==> src/rtl/tcw_pkg.sv <==
// ----------------------------------------------------------------------------
// tcw_pkg
// Shared constants, codes and types of the text console writer.
// ----------------------------------------------------------------------------
package tcw_pkg;

  localparam int COLS       = 80;
  localparam int ROWS       = 25;
  localparam int CELL_COUNT = ROWS * COLS;

  localparam int COL_W  = $clog2(COLS);
  localparam int ROW_W  = $clog2(ROWS);
  localparam int ADDR_W = $clog2(CELL_COUNT);

  // field widths of the channels
  localparam int CMD_W      = 2;
  localparam int CHAR_W     = 8;
  localparam int RROW_W     = 5;
  localparam int RCOL_W     = 7;
  localparam int OUT_ROW_W  = 5;
  localparam int OUT_COL_W  = 7;
  localparam int CELL_W     = 16;
  localparam int COLOR_W    = 4;
  localparam int CFG_IDX_W  = 1;
  localparam int CFG_DATA_W = COLOR_W;

  localparam int TAB_STEP = 8;

  // commands
  localparam logic [CMD_W-1:0] CMD_PUT   = 2'd0;
  localparam logic [CMD_W-1:0] CMD_READ  = 2'd1;
  localparam logic [CMD_W-1:0] CMD_CLEAR = 2'd2;

  // control characters
  localparam logic [CHAR_W-1:0] CH_BS    = 8'h08;
  localparam logic [CHAR_W-1:0] CH_TAB   = 8'h09;
  localparam logic [CHAR_W-1:0] CH_LF    = 8'h0A;
  localparam logic [CHAR_W-1:0] CH_CR    = 8'h0D;
  localparam logic [CHAR_W-1:0] CH_SPACE = 8'h20;

  // configuration registers
  localparam logic [CFG_IDX_W-1:0] REG_FG = 1'b0;
  localparam logic [CFG_IDX_W-1:0] REG_BG = 1'b1;

  localparam logic [COLOR_W-1:0] FG_RESET = 4'hF;
  localparam logic [COLOR_W-1:0] BG_RESET = 4'h0;

  typedef logic [CELL_W-1:0] cell_t;
  typedef logic [ADDR_W-1:0] addr_t;

  typedef struct packed {
    logic [CMD_W-1:0]  cmd;
    logic [CHAR_W-1:0] char_code;
    logic [RROW_W-1:0] read_row;
    logic [RCOL_W-1:0] read_col;
  } req_t;

  typedef struct packed {
    logic                 valid;
    logic [OUT_ROW_W-1:0] row;
    logic [OUT_COL_W-1:0] col;
    cell_t                cell_val;
  } res_t;

  typedef struct packed {
    logic  en;
    addr_t addr;
    cell_t data;
  } mem_wr_t;

  typedef struct packed {
    logic  en;
    addr_t addr;
  } mem_rd_t;

endpackage

==> src/rtl/tcw_ctrl.sv <==
// ----------------------------------------------------------------------------
// tcw_ctrl
// Cursor, color registers and command sequencer. Single cell writes go out
// at accept; scroll, clear and the reset clear run as one sweep over the
// store; a moved cell is written in the cycle after its read.
// ----------------------------------------------------------------------------
module tcw_ctrl import tcw_pkg::*; (
  input  logic                  clk,
  input  logic                  rst,
  input  logic                  cfg_we,
  input  logic [CFG_IDX_W-1:0]  cfg_addr,
  input  logic [CFG_DATA_W-1:0] cfg_data,
  input  logic                  accept,
  input  req_t                  item,
  output logic                  idle,
  output res_t                  res,
  output mem_wr_t               mem_wr,
  output mem_rd_t               mem_rd,
  input  cell_t                 rdata
);

  typedef enum logic [3:0] {
    ST_IDLE  = 4'b0001,
    ST_READ  = 4'b0010,
    ST_SWEEP = 4'b0100,
    ST_DRAIN = 4'b1000
  } state_t;

  state_t             state;
  logic [ROW_W-1:0]   cur_row;
  logic [COL_W-1:0]   cur_col;
  logic [COLOR_W-1:0] fg;
  logic [COLOR_W-1:0] bg;
  addr_t              cnt;
  logic               move;
  logic               report;
  cell_t              fill;
  logic               pv;
  addr_t              pa;
  logic               pm;

  cell_t              blank;
  addr_t              row_base;
  logic [COL_W:0]     col_x;
  logic [ROW_W:0]     row_x;
  logic               put_we;
  addr_t              put_addr;
  cell_t              put_data;
  logic               scroll;
  logic               rd_ok;
  addr_t              rd_addr;
  logic               move_now;

  assign blank    = {bg, fg, CH_SPACE};
  assign idle     = (state == ST_IDLE);
  assign move_now = move && (cnt < ADDR_W'(CELL_COUNT - COLS));

  // next cursor and cell write of a put
  always_comb begin
    row_base = ADDR_W'(cur_row) * ADDR_W'(COLS);
    col_x    = {1'b0, cur_col};
    row_x    = {1'b0, cur_row};
    put_we   = 1'b0;
    put_addr = row_base + ADDR_W'(cur_col);
    put_data = {bg, fg, item.char_code};
    scroll   = 1'b0;
    case (item.char_code)
      CH_LF: begin
        col_x = '0;
        row_x = row_x + 1'b1;
      end
      CH_CR: begin
        col_x = '0;
      end
      CH_TAB: begin
        col_x = (col_x + (COL_W+1)'(TAB_STEP)) & ~((COL_W+1)'(TAB_STEP - 1));
      end
      CH_BS: begin
        if (cur_col != '0) begin
          col_x    = col_x - 1'b1;
          put_we   = 1'b1;
          put_addr = put_addr - 1'b1;
          put_data = blank;
        end
      end
      default: begin
        put_we = 1'b1;
        col_x  = col_x + 1'b1;
      end
    endcase
    if (col_x >= (COL_W+1)'(COLS)) begin
      col_x = '0;
      row_x = row_x + 1'b1;
    end
    if (row_x >= (ROW_W+1)'(ROWS)) begin
      scroll = 1'b1;
      row_x  = (ROW_W+1)'(ROWS - 1);
    end
  end

  always_comb begin
    rd_ok   = (int'(item.read_row) < ROWS) && (int'(item.read_col) < COLS);
    rd_addr = ADDR_W'(item.read_row) * ADDR_W'(COLS) + ADDR_W'(item.read_col);
  end

  // memory ports and result
  always_comb begin
    mem_wr    = '0;
    mem_rd    = '0;
    res       = '0;
    res.row   = OUT_ROW_W'(cur_row);
    res.col   = OUT_COL_W'(cur_col);
    case (state)
      ST_IDLE: begin
        if (accept) begin
          case (item.cmd)
            CMD_PUT: begin
              mem_wr.en   = put_we;
              mem_wr.addr = put_addr;
              mem_wr.data = put_data;
              res.valid   = !scroll;
              res.row     = OUT_ROW_W'(row_x);
              res.col     = OUT_COL_W'(col_x);
            end
            CMD_READ: begin
              mem_rd.en   = rd_ok;
              mem_rd.addr = rd_addr;
              res.valid   = !rd_ok;
            end
            CMD_CLEAR: begin
              res.valid = 1'b0;
            end
            default: begin
              res.valid = 1'b1;
            end
          endcase
        end
      end
      ST_READ: begin
        res.valid    = 1'b1;
        res.cell_val = rdata;
      end
      ST_SWEEP: begin
        mem_rd.en   = move_now;
        mem_rd.addr = cnt + ADDR_W'(COLS);
      end
      ST_DRAIN: begin
        res.valid = report;
      end
      default: begin
        res.valid = 1'b0;
      end
    endcase
    if (pv) begin
      mem_wr.en   = 1'b1;
      mem_wr.addr = pa;
      mem_wr.data = pm ? rdata : fill;
    end
  end

  always_ff @(posedge clk) begin
    pa <= cnt;
    pm <= move_now;
  end

  always_ff @(posedge clk) begin
    if (rst) begin
      state   <= ST_SWEEP;
      cnt     <= '0;
      move    <= 1'b0;
      report  <= 1'b0;
      fill    <= '0;
      pv      <= 1'b0;
      cur_row <= '0;
      cur_col <= '0;
      fg      <= FG_RESET;
      bg      <= BG_RESET;
    end else begin
      if (cfg_we) begin
        case (cfg_addr)
          REG_FG:  fg <= cfg_data;
          REG_BG:  bg <= cfg_data;
          default: fg <= fg;
        endcase
      end
      pv <= (state == ST_SWEEP);
      case (state)
        ST_IDLE: begin
          if (accept) begin
            case (item.cmd)
              CMD_PUT: begin
                cur_row <= ROW_W'(row_x);
                cur_col <= COL_W'(col_x);
                if (scroll) begin
                  state  <= ST_SWEEP;
                  cnt    <= '0;
                  move   <= 1'b1;
                  fill   <= blank;
                  report <= 1'b1;
                end
              end
              CMD_READ: begin
                if (rd_ok) begin
                  state <= ST_READ;
                end
              end
              CMD_CLEAR: begin
                cur_row <= '0;
                cur_col <= '0;
                state   <= ST_SWEEP;
                cnt     <= '0;
                move    <= 1'b0;
                fill    <= blank;
                report  <= 1'b1;
              end
              default: begin
                state <= ST_IDLE;
              end
            endcase
          end
        end
        ST_READ: begin
          state <= ST_IDLE;
        end
        ST_SWEEP: begin
          cnt <= cnt + 1'b1;
          if (cnt == ADDR_W'(CELL_COUNT - 1)) begin
            state <= ST_DRAIN;
          end
        end
        ST_DRAIN: begin
          state <= ST_IDLE;
        end
        default: begin
          state <= ST_IDLE;
        end
      endcase
    end
  end

endmodule

==> config.mk <==
export PLATFORM = sky130hd
export DESIGN_NAME = tcw_ctrl
export DESIGN_NICKNAME = d
export VERILOG_FILES = /design/src/rtl/tcw_pkg.sv /design/src/rtl/tcw_ctrl.sv
export SDC_FILE = /design/constraint.sdc
export NUM_CORES = 1
export LEC_CHECK = 0
export BUFFER_PORTS_ARGS = -buffer_cell sky130_fd_sc_hd__buf_4
export CELL_PAD_IN_SITES_DETAIL_PLACEMENT = 0
export CELL_PAD_IN_SITES_GLOBAL_PLACEMENT = 1
export CORE_MARGIN = 4
export CORE_UTILIZATION = 40
export DETAILED_ROUTE_END_ITERATION = 10
export PLACE_DENSITY = 0.88
export SKIP_CTS_REPAIR_TIMING = 1
export SLEW_MARGIN = 20
export SYNTH_ARGS = -nofsm -noshare
export SYNTH_HDL_FRONTEND = slang
export SYNTH_SLANG_ARGS = --single-unit
==> constraint.sdc <==
create_clock -name clk -period 12.68 [get_ports clk]
set_input_delay 2.536 -clock clk [delete_from_list [all_inputs] [get_ports clk]]
set_output_delay 2.536 -clock clk [all_outputs]
set_load 0.02 [all_outputs]
== Yosys cells after proc, flatten, opt, wreduce, memory -nomap -nowiden ==
Index checks and enable logic that the tools add are counted.

* Memories: 0
* Memory bits (read-only): 0
* Latch bits: 0
* Register bits after elaboration: 66
* Bits of input ports: 47
* Memory bits (writable): 0
* Output and inout bits: 70

* Reductions and logical operators: 16
* $mul: 2
* Shift-type cells: 0
* Divide/modulo/power cells: 0
* $add $sub $neg: 10
* Mux-type cells: 44
* Equal/unequal tests: 17
* Order comparisons: 5
* Bitwise logic cells: 1

{| class="wikitable"
|+ Operators by type and width
! cell !! number
|-
| 2-to-1 mux 28 bit || 4
|-
| 2-to-1 mux 12 bit || 4
|-
| 2-to-1 mux 16 bit || 3
|-
| 2-to-1 mux 11 bit || 4
|-
| one-hot mux 11 bit (2 select lines) || 2
|-
| == test 8 x 4 -> 1 bit (second input constant) || 4
|-
| one-hot mux 16 bit (2 select lines) || 1
|-
| 2-to-1 mux 8 bit || 3
|-
| one-hot mux 12 bit (2 select lines) || 1
|-
| one-hot mux 8 bit (3 select lines) || 1
|-
| adder 11 x 7 -> 11 bit || 2
|-
| 2-to-1 mux 4 bit || 4
|-
| multiplier 5 x 3 -> 7 bit (second input constant) || 2
|-
| one-hot mux 7 bit (2 select lines) || 1
|-
| 2-to-1 mux 13 bit || 1
|-
| 2-to-1 mux 6 bit || 2
|-
| one-hot mux 4 bit (3 select lines) || 1
|-
| AND reduction 4 bit || 3
|-
| adder 11 x 1 -> 11 bit (second input constant) || 1
|-
| adder 11 x 7 -> 11 bit (second input constant) || 1
|-
| == test 11 bit (second input constant) || 1
|-
| < comparator 11 bit (second input constant) || 1
|-
| subtractor 11 x 1 -> 11 bit (second input constant) || 1
|-
| one-hot mux 5 bit (2 select lines) || 1
|-
| other kinds (35) || 46
|}

== Logic depth before layout (Yosys ltp) ==
Gate-level depths: netlist of run 1.

* Depth after elaboration: 11
* Depth in mapped cells: 14
* Gate-level depth less buffers: 11

== Worst setup path before layout of run 1 ==
No wires, ideal clock.

* Path kind: input-to-output
* Start point: in item[17] (netlist name)
* End point: out res[24] (netlist name)
* Slack: 4.932 ns
* Data arrival time: 5.212 ns
* Stages: 11
* Buffers on the path: 1
* Cells stage by stage: or3b_4 nor4_4 buf_2 xnor2_1 inv_1 ha_1 o31ai_1 mux2i_1 a31oi_1 nand3_1 o21ai_0

{| class="wikitable"
|+ RTL lines
! element !! line !! text
|-
| start, declared || tcw_ctrl.sv:14 || <nowiki>input req_t item,</nowiki>
|-
| end, declared || tcw_ctrl.sv:16 || <nowiki>output res_t res,</nowiki>
|}

==> results of run 1 <==
[worst max-delay path by stage]
stage / slack, ns / end / cells after the start
floorplan: 4.93 / res[24] / 11
global placement: 4.35 / res[25] / 12
detailed placement: 4.22 / res[25] / 12
CTS: 4.21 / res[25] / 12
global route: 3.88 / res[25] / 12
finish: 4.19 / res[24] / 12
[flip-flops by register name, summed over array words and instances (netlist names)]
| signal | count |
|---|---|
| state | 4 |
| pm | 1 |
| pa | 11 |
| move | 1 |
| cnt | 11 |
| cur_row | 5 |
| fg | 4 |
| pv | 1 |
| cur_col | 7 |
| bg | 4 |
| fill | 9 |
[routing by layer]
layer | vias up | wire [um]
met5 | - | 0
met4 | 0 | 310
met3 | 25 | 827
met2 | 156 | 7210
met1 | 2318 | 6330
li1 | 2457 | -
[through the flow]
step | power (uW) | setup slack [ns]
floorplan | 326 | 4.93
global placement | 385 | 4.35
detailed placement | 388 | 4.22
CTS | 654 | 4.21
global route | 682 | 3.88
finish | 651 | 4.19
[worst max-delay path, cell delays in order]
cell     delay (ns)
buf_4          0.13
or3b_4         0.43
nor4_4         0.75
xnor2_1        0.24
inv_1          0.08
ha_1           0.34
o31ai_1        0.30
mux2i_1        0.19
a31oi_1        0.50
nand3_1        0.19
o21ai_0        0.11
buf_4          0.16
[final cells by class]
type,instances,area share
Inverter,18,0.0111
Sequential cell,58,0.190
Clock inverter,7,0.0166
Tap cell,147,0.0301
Multi-Input combinational cell,526,0.569
Clock buffer,9,0.0369
Timing Repair Buffer,119,0.146
[power groups by stage]
| stage | Combinational, uW | Clock (uW) | Sequential (uW) |
|---|---|---|---|
| floorplan | 117 | 0 | 209 |
| global placement | 168 | 0 | 216 |
| detailed placement | 172 | 0 | 217 |
| CTS | 172 | 269 | 213 |
| global route | 188 | 278 | 215 |
| finish | 172 | 265 | 214 |
[synth_stat cells (all sizes together) (4+ instances only)]
library cell,instances
nand2,93
dfxtp,58
o21ai,52
a21oi,45
nor2,43
clkbuf,34
ha,29
nor3,29
nand3,27
xnor2,26
xor2,22
and2,18
inv,18
nand3b,13
a21o,11
buf,10
mux2,10
o22ai,10
nor2b,7
a211o,6
and3,6
a22o,5
nand4,5
or3,5
fa,4
mux2i,4
nand2b,4
nor3b,4
nor4b,4
[cell families after synthesis]
family / count (synthesis) / share of synthesized area
simple gates: 268 / 0.287
compound gates: 163 / 0.214
buf+inv: 62 / 0.0540
flops: 58 / 0.238
xor+xnor: 48 / 0.0860
fa+ha+maj: 33 / 0.0906
mux: 14 / 0.0312
==> summary.txt, run 1 <==
Power and ir drop
  • IR drop worst, VDD: 0.000108 V
  • Sequential share of power: 0.329
  • Pint: 438 uW
  • Combinational power share: 0.263
  • Power per standard cell area: 107 mW/mm^2
  • Leak pwr: 0.00260 uW
  • Clock power frac: 0.408
  • P_sw: 213 uW
  • Switching part of the total: 0.328

Routing
  • Iter 0 DRT Violations: 346
  • Final ANT Viol Nets: 0
  • Via Count: 4,956
  • DRC errors left: 0
  • Via density: 5.61
  • Avg WL per Cell: 16.6 um
  • Drt total wl: 14,700 um
  • DRT Pass-1 Iters: 5

Synth
  • Main synth FF type: dfxtp_1
  • Post-synthesis cell type count: 67
  • Sequential share of the synthesized area: 0.238
  • Cell area after synthesis: 0.00489 mm^2
  • Cell taking the most area after synthesis: dfxtp_1
  • EDFF count, synth: 0
  • Synth warnings: 0
  • Syn_area_per_cell: 7.57 um^2
  • Post-synth top area share: 0.238
  • #FFs+latches synth: 58
  • FFs w/ async S/R, synth: 0
  • Syn_nets: 726
  • Cells after Synth: 646
  • Main area contributors after synthesis: dfxtp_1 24%, ha_1 7.4%, nand2_1 7.1%, xnor2_1 4.7%, a21oi_1 4.6%

CTS
  • CTS tree: done
  • Reg clk slew, reported paths: 0.05 ns
  • CTS buffer count: 9
  • Clock H-tree levels: 3
  • Clk buf depth: 2
  • Clk_lat worst skew: 0.33 ns
  • Root Buffer: clkbuf_16
  • CTS Sinks: 58

Finish
  • Fillers: 1,160
  • Post-route cell area: 0.00611 mm^2
  • Fin cells: 884
  • Syn-to-layout area delta: 25.0%
  • Multi-input logic area: 0.00348 mm^2
  • Final Util: 0.511
  • Share of cells above drive strength 1: 0.235
  • Nets@finish: 812
  • Most frequent cells in the layout: 119 x buf_4, 93 x nand2_1, 58 x dfxtp_1
  • Leading cell type in the layout, fill and taps excluded: buf_4
  • Diode count: 0
  • Storage element area: 0.00116 mm^2

STA
  • Clock skew: 0.00605 ns
  • Max-slew headroom: 0.275
  • Unrepaired setup endpoints after global routing: no
  • Hold_ws: 0.411 ns
  • Tmin final: 8.49 ns
  • Final hold viol count: 0
  • Worst slew pin tran: 1.08 ns
  • Final setup vio count: 0
  • Pins Over Slew Limit: 0
  • Setup Total Neg Slack: 0 ns
  • Fmax achieved: 118 MHz
  • Final Cycle Share: 0.670

Die
  • Die height: 119 um
  • Top Ports: 117
  • Core footprint: 0.0120 mm^2
  • Initial Utilization: 0.409
  • DIE AREA: 0.0141 mm^2
  • # rows: 40
  • DIE WIDTH: 119 um

Min path
  • Hold crit path type: flop to flop
  • WHS Endpoint: pa[9]$_DFF_P_
  • Min-delay src: cnt[9]$_SDFFE_PP0P_
  • Hold Crit Depth: 0

GRT
  • Initial antenna violation count: 0
  • Grt met1 use: 0.266
  • GRT overflow: 0
  • Global-route wire length before repair: 24,000 um
  • Grt met3 use: 0.0311
  • Met2 usage: 0.347
  • Pin count of the biggest net entering global routing: 48
  • Number of global-route vias before repair: 4,784
  • Total track usage: 0.205
  • Gr busiest metal: met2

Placed design
  • Port-buffer cells: 116
  • Hpwl dp: 11,000 um
  • Inst Count DP: 868
  • Area post-placement: 0.00578 mm^2
  • Gpl congestion: 0.869

Critical path
  • Kind of critical path: input pin to output pin
  • CP Launch Point: item[17]
  • Reg-to-reg startpoint: cur_col[0]$_SDFFE_PP0P_
  • Worst EP required: 10.14 ns
  • Worst R2R Setup Slack: 8.62 ns
  • Reg2Reg Depth: 10
  • Critical path launch point type: input pin
  • RR Endpoint: state[2]$_SDFFE_PP1P_
  • Critical Path Sink Type: output pin
  • WP data arrival: 5.96 ns
  • Crit path max fanout: 18

Outcome
  • Outcome: finished clean

Job
  • Max cap viols: 0
No activity file was read; power rests on OpenSTA's default activity.
==> inputs of run 2 (changes only) <==
--- a/config.mk
+++ b/config.mk
@@ -5,11 +5,12 @@
 export SDC_FILE = /design/constraint.sdc
 export NUM_CORES = 1
 export LEC_CHECK = 0
+export ABC_AREA = 1
 export BUFFER_PORTS_ARGS = -buffer_cell sky130_fd_sc_hd__buf_4
 export CELL_PAD_IN_SITES_DETAIL_PLACEMENT = 0
 export CELL_PAD_IN_SITES_GLOBAL_PLACEMENT = 1
 export CORE_MARGIN = 4
-export CORE_UTILIZATION = 40
+export CORE_UTILIZATION = 39
 export DETAILED_ROUTE_END_ITERATION = 10
 export PLACE_DENSITY = 0.88
 export SKIP_CTS_REPAIR_TIMING = 1
==> constraint.sdc (replaced) <==
create_clock -name clk -period 8.8 [get_ports clk]
set_input_delay 1.76 -clock clk [delete_from_list [all_inputs] [get_ports clk]]
set_output_delay 1.76 -clock clk [all_outputs]
set_load 0.02 [all_outputs]
==> run 2 against run 1 <==
  * Total power grew 44%
  * Global-route usage shrank 1.6 points
  * Sequential power grew 45%
  * First-iteration DRC count shrank 16%
  * Non-clock buffer count is the same
  * Critical path depth grew 10
  * Setup slack lost 1.2 ns
  * Clock skew grew 0.0032 ns
  * Final area grew 2.6%
  * Register-to-register slack lost 2.8 ns
  * Routed wire length shrank 5.4%
  * Critical path type unchanged
  * Largest cell class unchanged
==> summary.txt, run 2 <==
Outcome
  • Outcome: finished clean

Synth
  • Post-synthesis cell type count: 47
  • Post-synth top area share: 0.232
  • Most common cell in the netlist: nand2_1
  • Cell area after synthesis: 0.00500 mm^2
  • #FFs+latches synth: 58
  • FFs w/ async S/R, synth: 0
  • Syn_nets: 819
  • Cells after Synth: 739
  • Main area contributors after synthesis: dfxtp_1 23%, nand2_1 11%, ha_1 7.3%, inv_1 6.8%, o21ai_0 5.6%
  • Cell taking the most area after synthesis: dfxtp_1
  • Sequential share of the synthesized area: 0.232
  • EDFF count, synth: 0
  • Synth warnings: 0
  • Main synth FF type: dfxtp_1
  • Syn_area_per_cell: 6.76 um^2
  • List of most frequent post-synthesis cells: 150 x nand2_1, 91 x inv_1, 65 x nor2_1

CTS
  • Clk_lat worst skew: 0.33 ns
  • Clk buf depth: 2
  • CTS tree: done
  • CTS buffer count: 9
  • CTS Sinks: 58
  • Reg clk slew, reported paths: 0.05 ns
  • Root Buffer: clkbuf_16
  • Clock H-tree levels: 3

Critical path
  • Critical Path Sink Type: output pin
  • Worst R2R Setup Slack: 5.79 ns
  • Slowest cell on the critical path: ha_1
  • Most common cell on crit path: nand2_2
  • CP Cell Sequence: buf_4 -> inv_2 -> nand2_2 -> nor2_8 -> nand2_4 -> nor2_2 -> inv_2 -> nand2_1 -> inv_2 -> ha_1 -> xor2_1 -> inv_1 -> nand2_2 -> nand2_2 -> clkinv_1 -> nand3_2 -> nand2_2 -> nand2_4 -> nand3_1 -> nand2_1 -> nand3_1 -> buf_4
  • RR Endpoint: cnt[1]$_SDFFE_PP0P_
  • Kind of critical path: input pin to output pin
  • Reg2Reg Depth: 17
  • Critical path launch point type: input pin
  • Reg-to-reg startpoint: cur_col[3]$_SDFFE_PP0P_
  • Worst EP required: 7.04 ns
  • Worst path max stage delay: 0.23 ns
  • Crit path max fanout: 12
  • WP data arrival: 4.09 ns

Routing
  • DRC errors left: 0
  • DRT Pass-1 Iters: 6
  • Via density: 4.85
  • Via Count: 4,948
  • Final ANT Viol Nets: 0
  • Avg WL per Cell: 13.6 um
  • Drt total wl: 13,900 um
  • Iter 0 DRT Violations: 291

Finish
  • Syn-to-layout area delta: 25.5%
  • Multi-input logic area: 0.00328 mm^2
  • Leading cell type in the layout, fill and taps excluded: nand2_1
  • Most frequent cells in the layout: 150 x nand2_1, 119 x buf_4, 91 x inv_1
  • Share of cells above drive strength 1: 0.259
  • Storage element area: 0.00116 mm^2
  • Final Util: 0.499
  • Nets@finish: 924
  • Biggest regs: cnt x11, pa x11, fill x9
  • Fin cells: 1,021
  • Diode count: 0
  • Fillers: 1,294

STA
  • Clock skew: 0.00927 ns
  • Final setup vio count: 0
  • Max-slew headroom: 0.520
  • Final Cycle Share: 0.665
  • Fmax achieved: 171 MHz
  • Final hold viol count: 0
  • Tmin final: 5.85 ns
  • Unrepaired setup endpoints after global routing: no
  • Setup Total Neg Slack: 0 ns
  • Hold_ws: 0.393 ns
  • Worst slew pin tran: 0.718 ns
  • Pins Over Slew Limit: 0

GRT
  • Initial antenna violation count: 0
  • Number of global-route vias before repair: 4,712
  • GRT overflow: 0
  • Total track usage: 0.189
  • Global-route wire length before repair: 22,800 um
  • Pin count of the biggest net entering global routing: 35

Min path
  • Hold Crit Depth: 0
  • Min-delay src: cnt[3]$_SDFFE_PP0P_
  • Hold crit path type: flop to flop
  • WHS Endpoint: pa[3]$_DFF_P_

Die
  • Initial Utilization: 0.398
  • DIE WIDTH: 121 um
  • # rows: 41
  • Top Ports: 117
  • Core footprint: 0.0126 mm^2
  • DIE AREA: 0.0147 mm^2
  • Die height: 121 um

Placed design
  • Hpwl dp: 10,900 um
  • Gpl congestion: 0.832
  • Port-buffer cells: 116
  • Inst Count DP: 1,005

Power and ir drop
  • Clock power frac: 0.389
  • Combinational power share: 0.280
  • Pint: 607 uW
  • P_sw: 334 uW
  • Sequential share of power: 0.331
  • Switching part of the total: 0.355
  • Leak pwr: 0.00303 uW
  • IR drop worst, VDD: 0.000107 V
  • Power per standard cell area: 150 mW/mm^2

Job
  • Max cap viols: 0
-- run 2: cell count changes in the layout (fill, tap and decap cells not counted), moves of 11 or more --
cell,previous run,this run
inv_1,18,91
nand2_1,93,150
xnor2_1,26,2
nand3_1,27,50
nor2_1,42,65
and2_1,18,0
inv_2,0,14
o21ai_0,42,56
a21oi_2,0,13
nand3_2,0,12
a21o_1,11,0
nand2_2,0,11
nand3b_1,13,2
-- run 2: how the worst max path moves through the flow --
| stage | start | endpoint | slack [ns] |
|---|---|---|---|
| 2_1_floorplan | item[16] | res[23] | 3.36 |
| 3_3_place_gp | item[16] | res[28] | 3.01 |
| 3_5_place_dp | item[16] | res[28] | 2.96 |
| 4_1_cts | item[16] | res[28] | 2.95 |
| 5_1_grt | accept | mem_wr[17] | 2.75 |
| 6_report | item[16] | res[28] | 2.95 |
-- run 2: power by group through the flow --
stage	sequential, uW	combinational, uW	clock [uW]
5_1_grt	315	296	382
4_1_cts	311	268	372
2_1_floorplan	304	181	0
3_5_place_dp	317	266	0
6_report	311	264	366
3_3_place_gp	316	265	0
-- run 2: worst max-delay path, delay by kind of cell --
family / cells / cell delay [ns]
simple gates: 13 / 1.30
xor+xnor: 1 / 0.16
fa+ha+maj: 1 / 0.23
buf+inv: 7 / 0.61
-- run 2: per-layer routing --
metal  routed length [um]  share of wire  GRT usage
met1                 6430           0.46      0.249
met5                    0              0          0
met2                 6640           0.48      0.322
met3                  594          0.043     0.0294
met4                  231          0.017     0.0518
-- run 2: logic make-up after synthesis --
group	count (synthesis)	share of synthesized area
AO/OA/AOI/OAI	143	0.169
XOR/XNOR	25	0.0453
adder cells (fa/ha/maj)	33	0.0887
buffers and inverters	133	0.110
flip-flops	58	0.232
AND/OR/NAND/NOR	347	0.354
-- run 2: area by class of cell --
| type | count | area share |
|---|---|---|
| Inverter | 108 | 0.0647 |
| Sequential cell | 58 | 0.185 |
| Tap cell | 172 | 0.0343 |
| Clock buffer | 10 | 0.0381 |
| Timing Repair Buffer | 119 | 0.142 |
| Clock inverter | 6 | 0.0116 |
| Multi-Input combinational cell | 548 | 0.524 |
-- run 2: stage by stage --
stage	total power [uW]	instance area [um^2]	setup slack, ns
global placement	581	5960	3.01
CTS	950	6270	2.95
global route	993	6270	2.75
detailed placement	583	5960	2.96
floorplan	484	5000	3.36
finish	940	6270	2.95
==> inputs of run 3 (changes only) <==
--- a/config.mk
+++ b/config.mk
@@ -10,9 +10,9 @@
 export CELL_PAD_IN_SITES_DETAIL_PLACEMENT = 0
 export CELL_PAD_IN_SITES_GLOBAL_PLACEMENT = 1
 export CORE_MARGIN = 4
-export CORE_UTILIZATION = 39
+export CORE_UTILIZATION = 35
 export DETAILED_ROUTE_END_ITERATION = 10
-export PLACE_DENSITY = 0.88
+export PLACE_DENSITY = 0.84
 export SKIP_CTS_REPAIR_TIMING = 1
 export SLEW_MARGIN = 20
 export SYNTH_ARGS = -nofsm -noshare
==> constraint.sdc (replaced) <==
create_clock -name clk -period 4.9 [get_ports clk]
set_input_delay 0.98 -clock clk [delete_from_list [all_inputs] [get_ports clk]]
set_output_delay 0.98 -clock clk [all_outputs]
set_load 0.02 [all_outputs]
==> run 3 against run 2 <==
  * Clock power up 100%
  * Non-clock buffer count up 1
  * Clock skew down 0.00061 ns
  * Die area up 11%
  * Flip-flop and latch count unchanged
  * Routed wire length up 2.9%
  * Largest cell class unchanged
  * Highest routed layer unchanged
==> summary.txt, run 3 (synthesized netlist as in run 2, its figures left out) <==
Outcome
  • Outcome: finished clean

GRT
  • Initial antenna violation count: 0
  • Pin count of the biggest net entering global routing: 35
  • Global-route wire length before repair: 23,600 um
  • Number of global-route vias before repair: 4,716
  • GRT overflow: 0
  • Total track usage: 0.177

STA
  • Pins Over Slew Limit: 0
  • Max-slew headroom: 0.524
  • Final Cycle Share: 0.861
  • Unrepaired setup endpoints after global routing: no
  • Tmin final: 4.22 ns
  • Clock skew: 0.00865 ns
  • Fmax achieved: 237 MHz
  • Final hold viol count: 0
  • Final setup vio count: 0
  • Worst slew pin tran: 0.711 ns
  • Setup Total Neg Slack: 0 ns

Job
  • Max cap viols: 0

Die
  • Core footprint: 0.0139 mm^2
  • # rows: 43
  • Top Ports: 117
  • Die height: 127 um
  • Initial Utilization: 0.359
  • DIE WIDTH: 127 um
  • DIE AREA: 0.0162 mm^2

Placed design
  • Port-buffer cells: 116
  • Gpl congestion: 0.893
  • Hpwl dp: 11,200 um

Routing
  • Final ANT Viol Nets: 0
  • Via Count: 5,001
  • Drt total wl: 14,300 um
  • Avg WL per Cell: 13.9 um
  • Iter 0 DRT Violations: 323
  • Met1 wire length: 6490 um
  • Routed met2 length: 7090 um
  • Via density: 4.86
  • DRC errors left: 0
  • Routed wl met3: 647 um
  • Max layer used: met4
  • DRT Pass-1 Iters: 4

Finish
  • Syn-to-layout area delta: 26.6%
  • Nets@finish: 925
  • Fillers: 1,476
  • Leading cell type in the layout, fill and taps excluded: nand2_1
  • Biggest regs: cnt x11, pa x11, fill x9
  • Diode count: 0
  • Share of cells above drive strength 1: 0.260
  • Most frequent cells in the layout: 150 x nand2_1, 120 x buf_4, 91 x inv_1

Min path
  • Hold Crit Depth: 0
  • WHS Endpoint: pa[3]$_DFF_P_
  • Hold crit path type: flop to flop
  • Min-delay src: cnt[3]$_SDFFE_PP0P_

Critical path
  • RR Endpoint: cnt[1]$_SDFFE_PP0P_
  • Kind of critical path: input pin to output pin
  • Worst EP required: 3.92 ns
  • Worst R2R Setup Slack: 1.99 ns
  • WP data arrival: 3.24 ns
  • Reg2Reg Depth: 18
  • Critical path launch point type: input pin
  • Reg-to-reg startpoint: cur_col[3]$_SDFFE_PP0P_
  • Critical Path Sink Type: output pin
  • Crit path max fanout: 12

CTS
  • CTS Sinks: 58
  • Root Buffer: clkbuf_16
  • Reg clk slew, reported paths: 0.06 ns
  • Clk_lat worst skew: 0.34 ns
  • Clk buf depth: 2
  • CTS tree: done
  • Clock H-tree levels: 3
  • CTS buffer count: 9

Power and ir drop
  • Power per standard cell area: 282 mW/mm^2
  • IR drop worst, VDD: 0.000179 V
  • Leak pwr: 0.00305 uW
  • Power, Total: 1780 uW
==> run 3: per-layer routing <==
layer | global-route usage | up-vias
met5 | 0 | -
met3 | 0.0293 | 5
li1 | - | 2626
met2 | 0.306 | 102
met4 | 0.0379 | 0
met1 | 0.233 | 2268
==> run 3: cell type report <==
type,count,area [um^2],area share
Timing Repair Buffer,120,901,0.142
Clock inverter,7,125,0.0198
Sequential cell,58,1160,0.184
Tap cell,180,225,0.0356
Clock buffer,9,225,0.0356
Inverter,108,405,0.0641
Multi-Input combinational cell,548,3280,0.519
==> run 3: how the worst max path moves through the flow <==
stage | startpoint | to | depth (start not counted)
after floorplan | item[16] | res[23] | 21
after global placement | item[16] | res[28] | 22
after detailed placement | item[16] | res[28] | 22
after CTS | item[16] | res[28] | 22
after global routing | state[2]$_SDFFE_PP1P_ | mem_wr[17] | 14
final | item[16] | res[28] | 22
==> run 3: worst max-delay path, cell delays in order <==
cell      delay, ns
buf_4          0.11
inv_2          0.06
nand2_2        0.08
nor2_8         0.16
nand2_4        0.12
nor2_2         0.13
inv_2          0.05
nand2_1        0.09
inv_2          0.05
ha_1           0.23
xor2_1         0.16
inv_1          0.07
nand2_2        0.05
nand2_2        0.06
clkinv_1       0.07
nand3_2        0.06
nand2_2        0.06
nand2_4        0.18
nand3_1        0.11
nand2_1        0.07
nand3_1        0.06
buf_4          0.20
==> run 3: through the flow <==
step	setup slack (ns)	hold slack (ns)	instance area, um^2	instances	utilization
finish	0.679	0.391	6330	1030	0.454
global route	0.302	0.403	6330	1030	0.454
CTS	0.665	0.390	6330	1030	0.454
detailed placement	0.676	0.379	5980	1014	0.429
global placement	0.728	0.381	5980	1014	0.429
floorplan	1.02	0.329	5000	739	-
==> run 3: power breakdown <==
group	switching, uW	internal (uW)
combinational	315	164
clock	244	502
sequential	44.8	514
total	604	1180
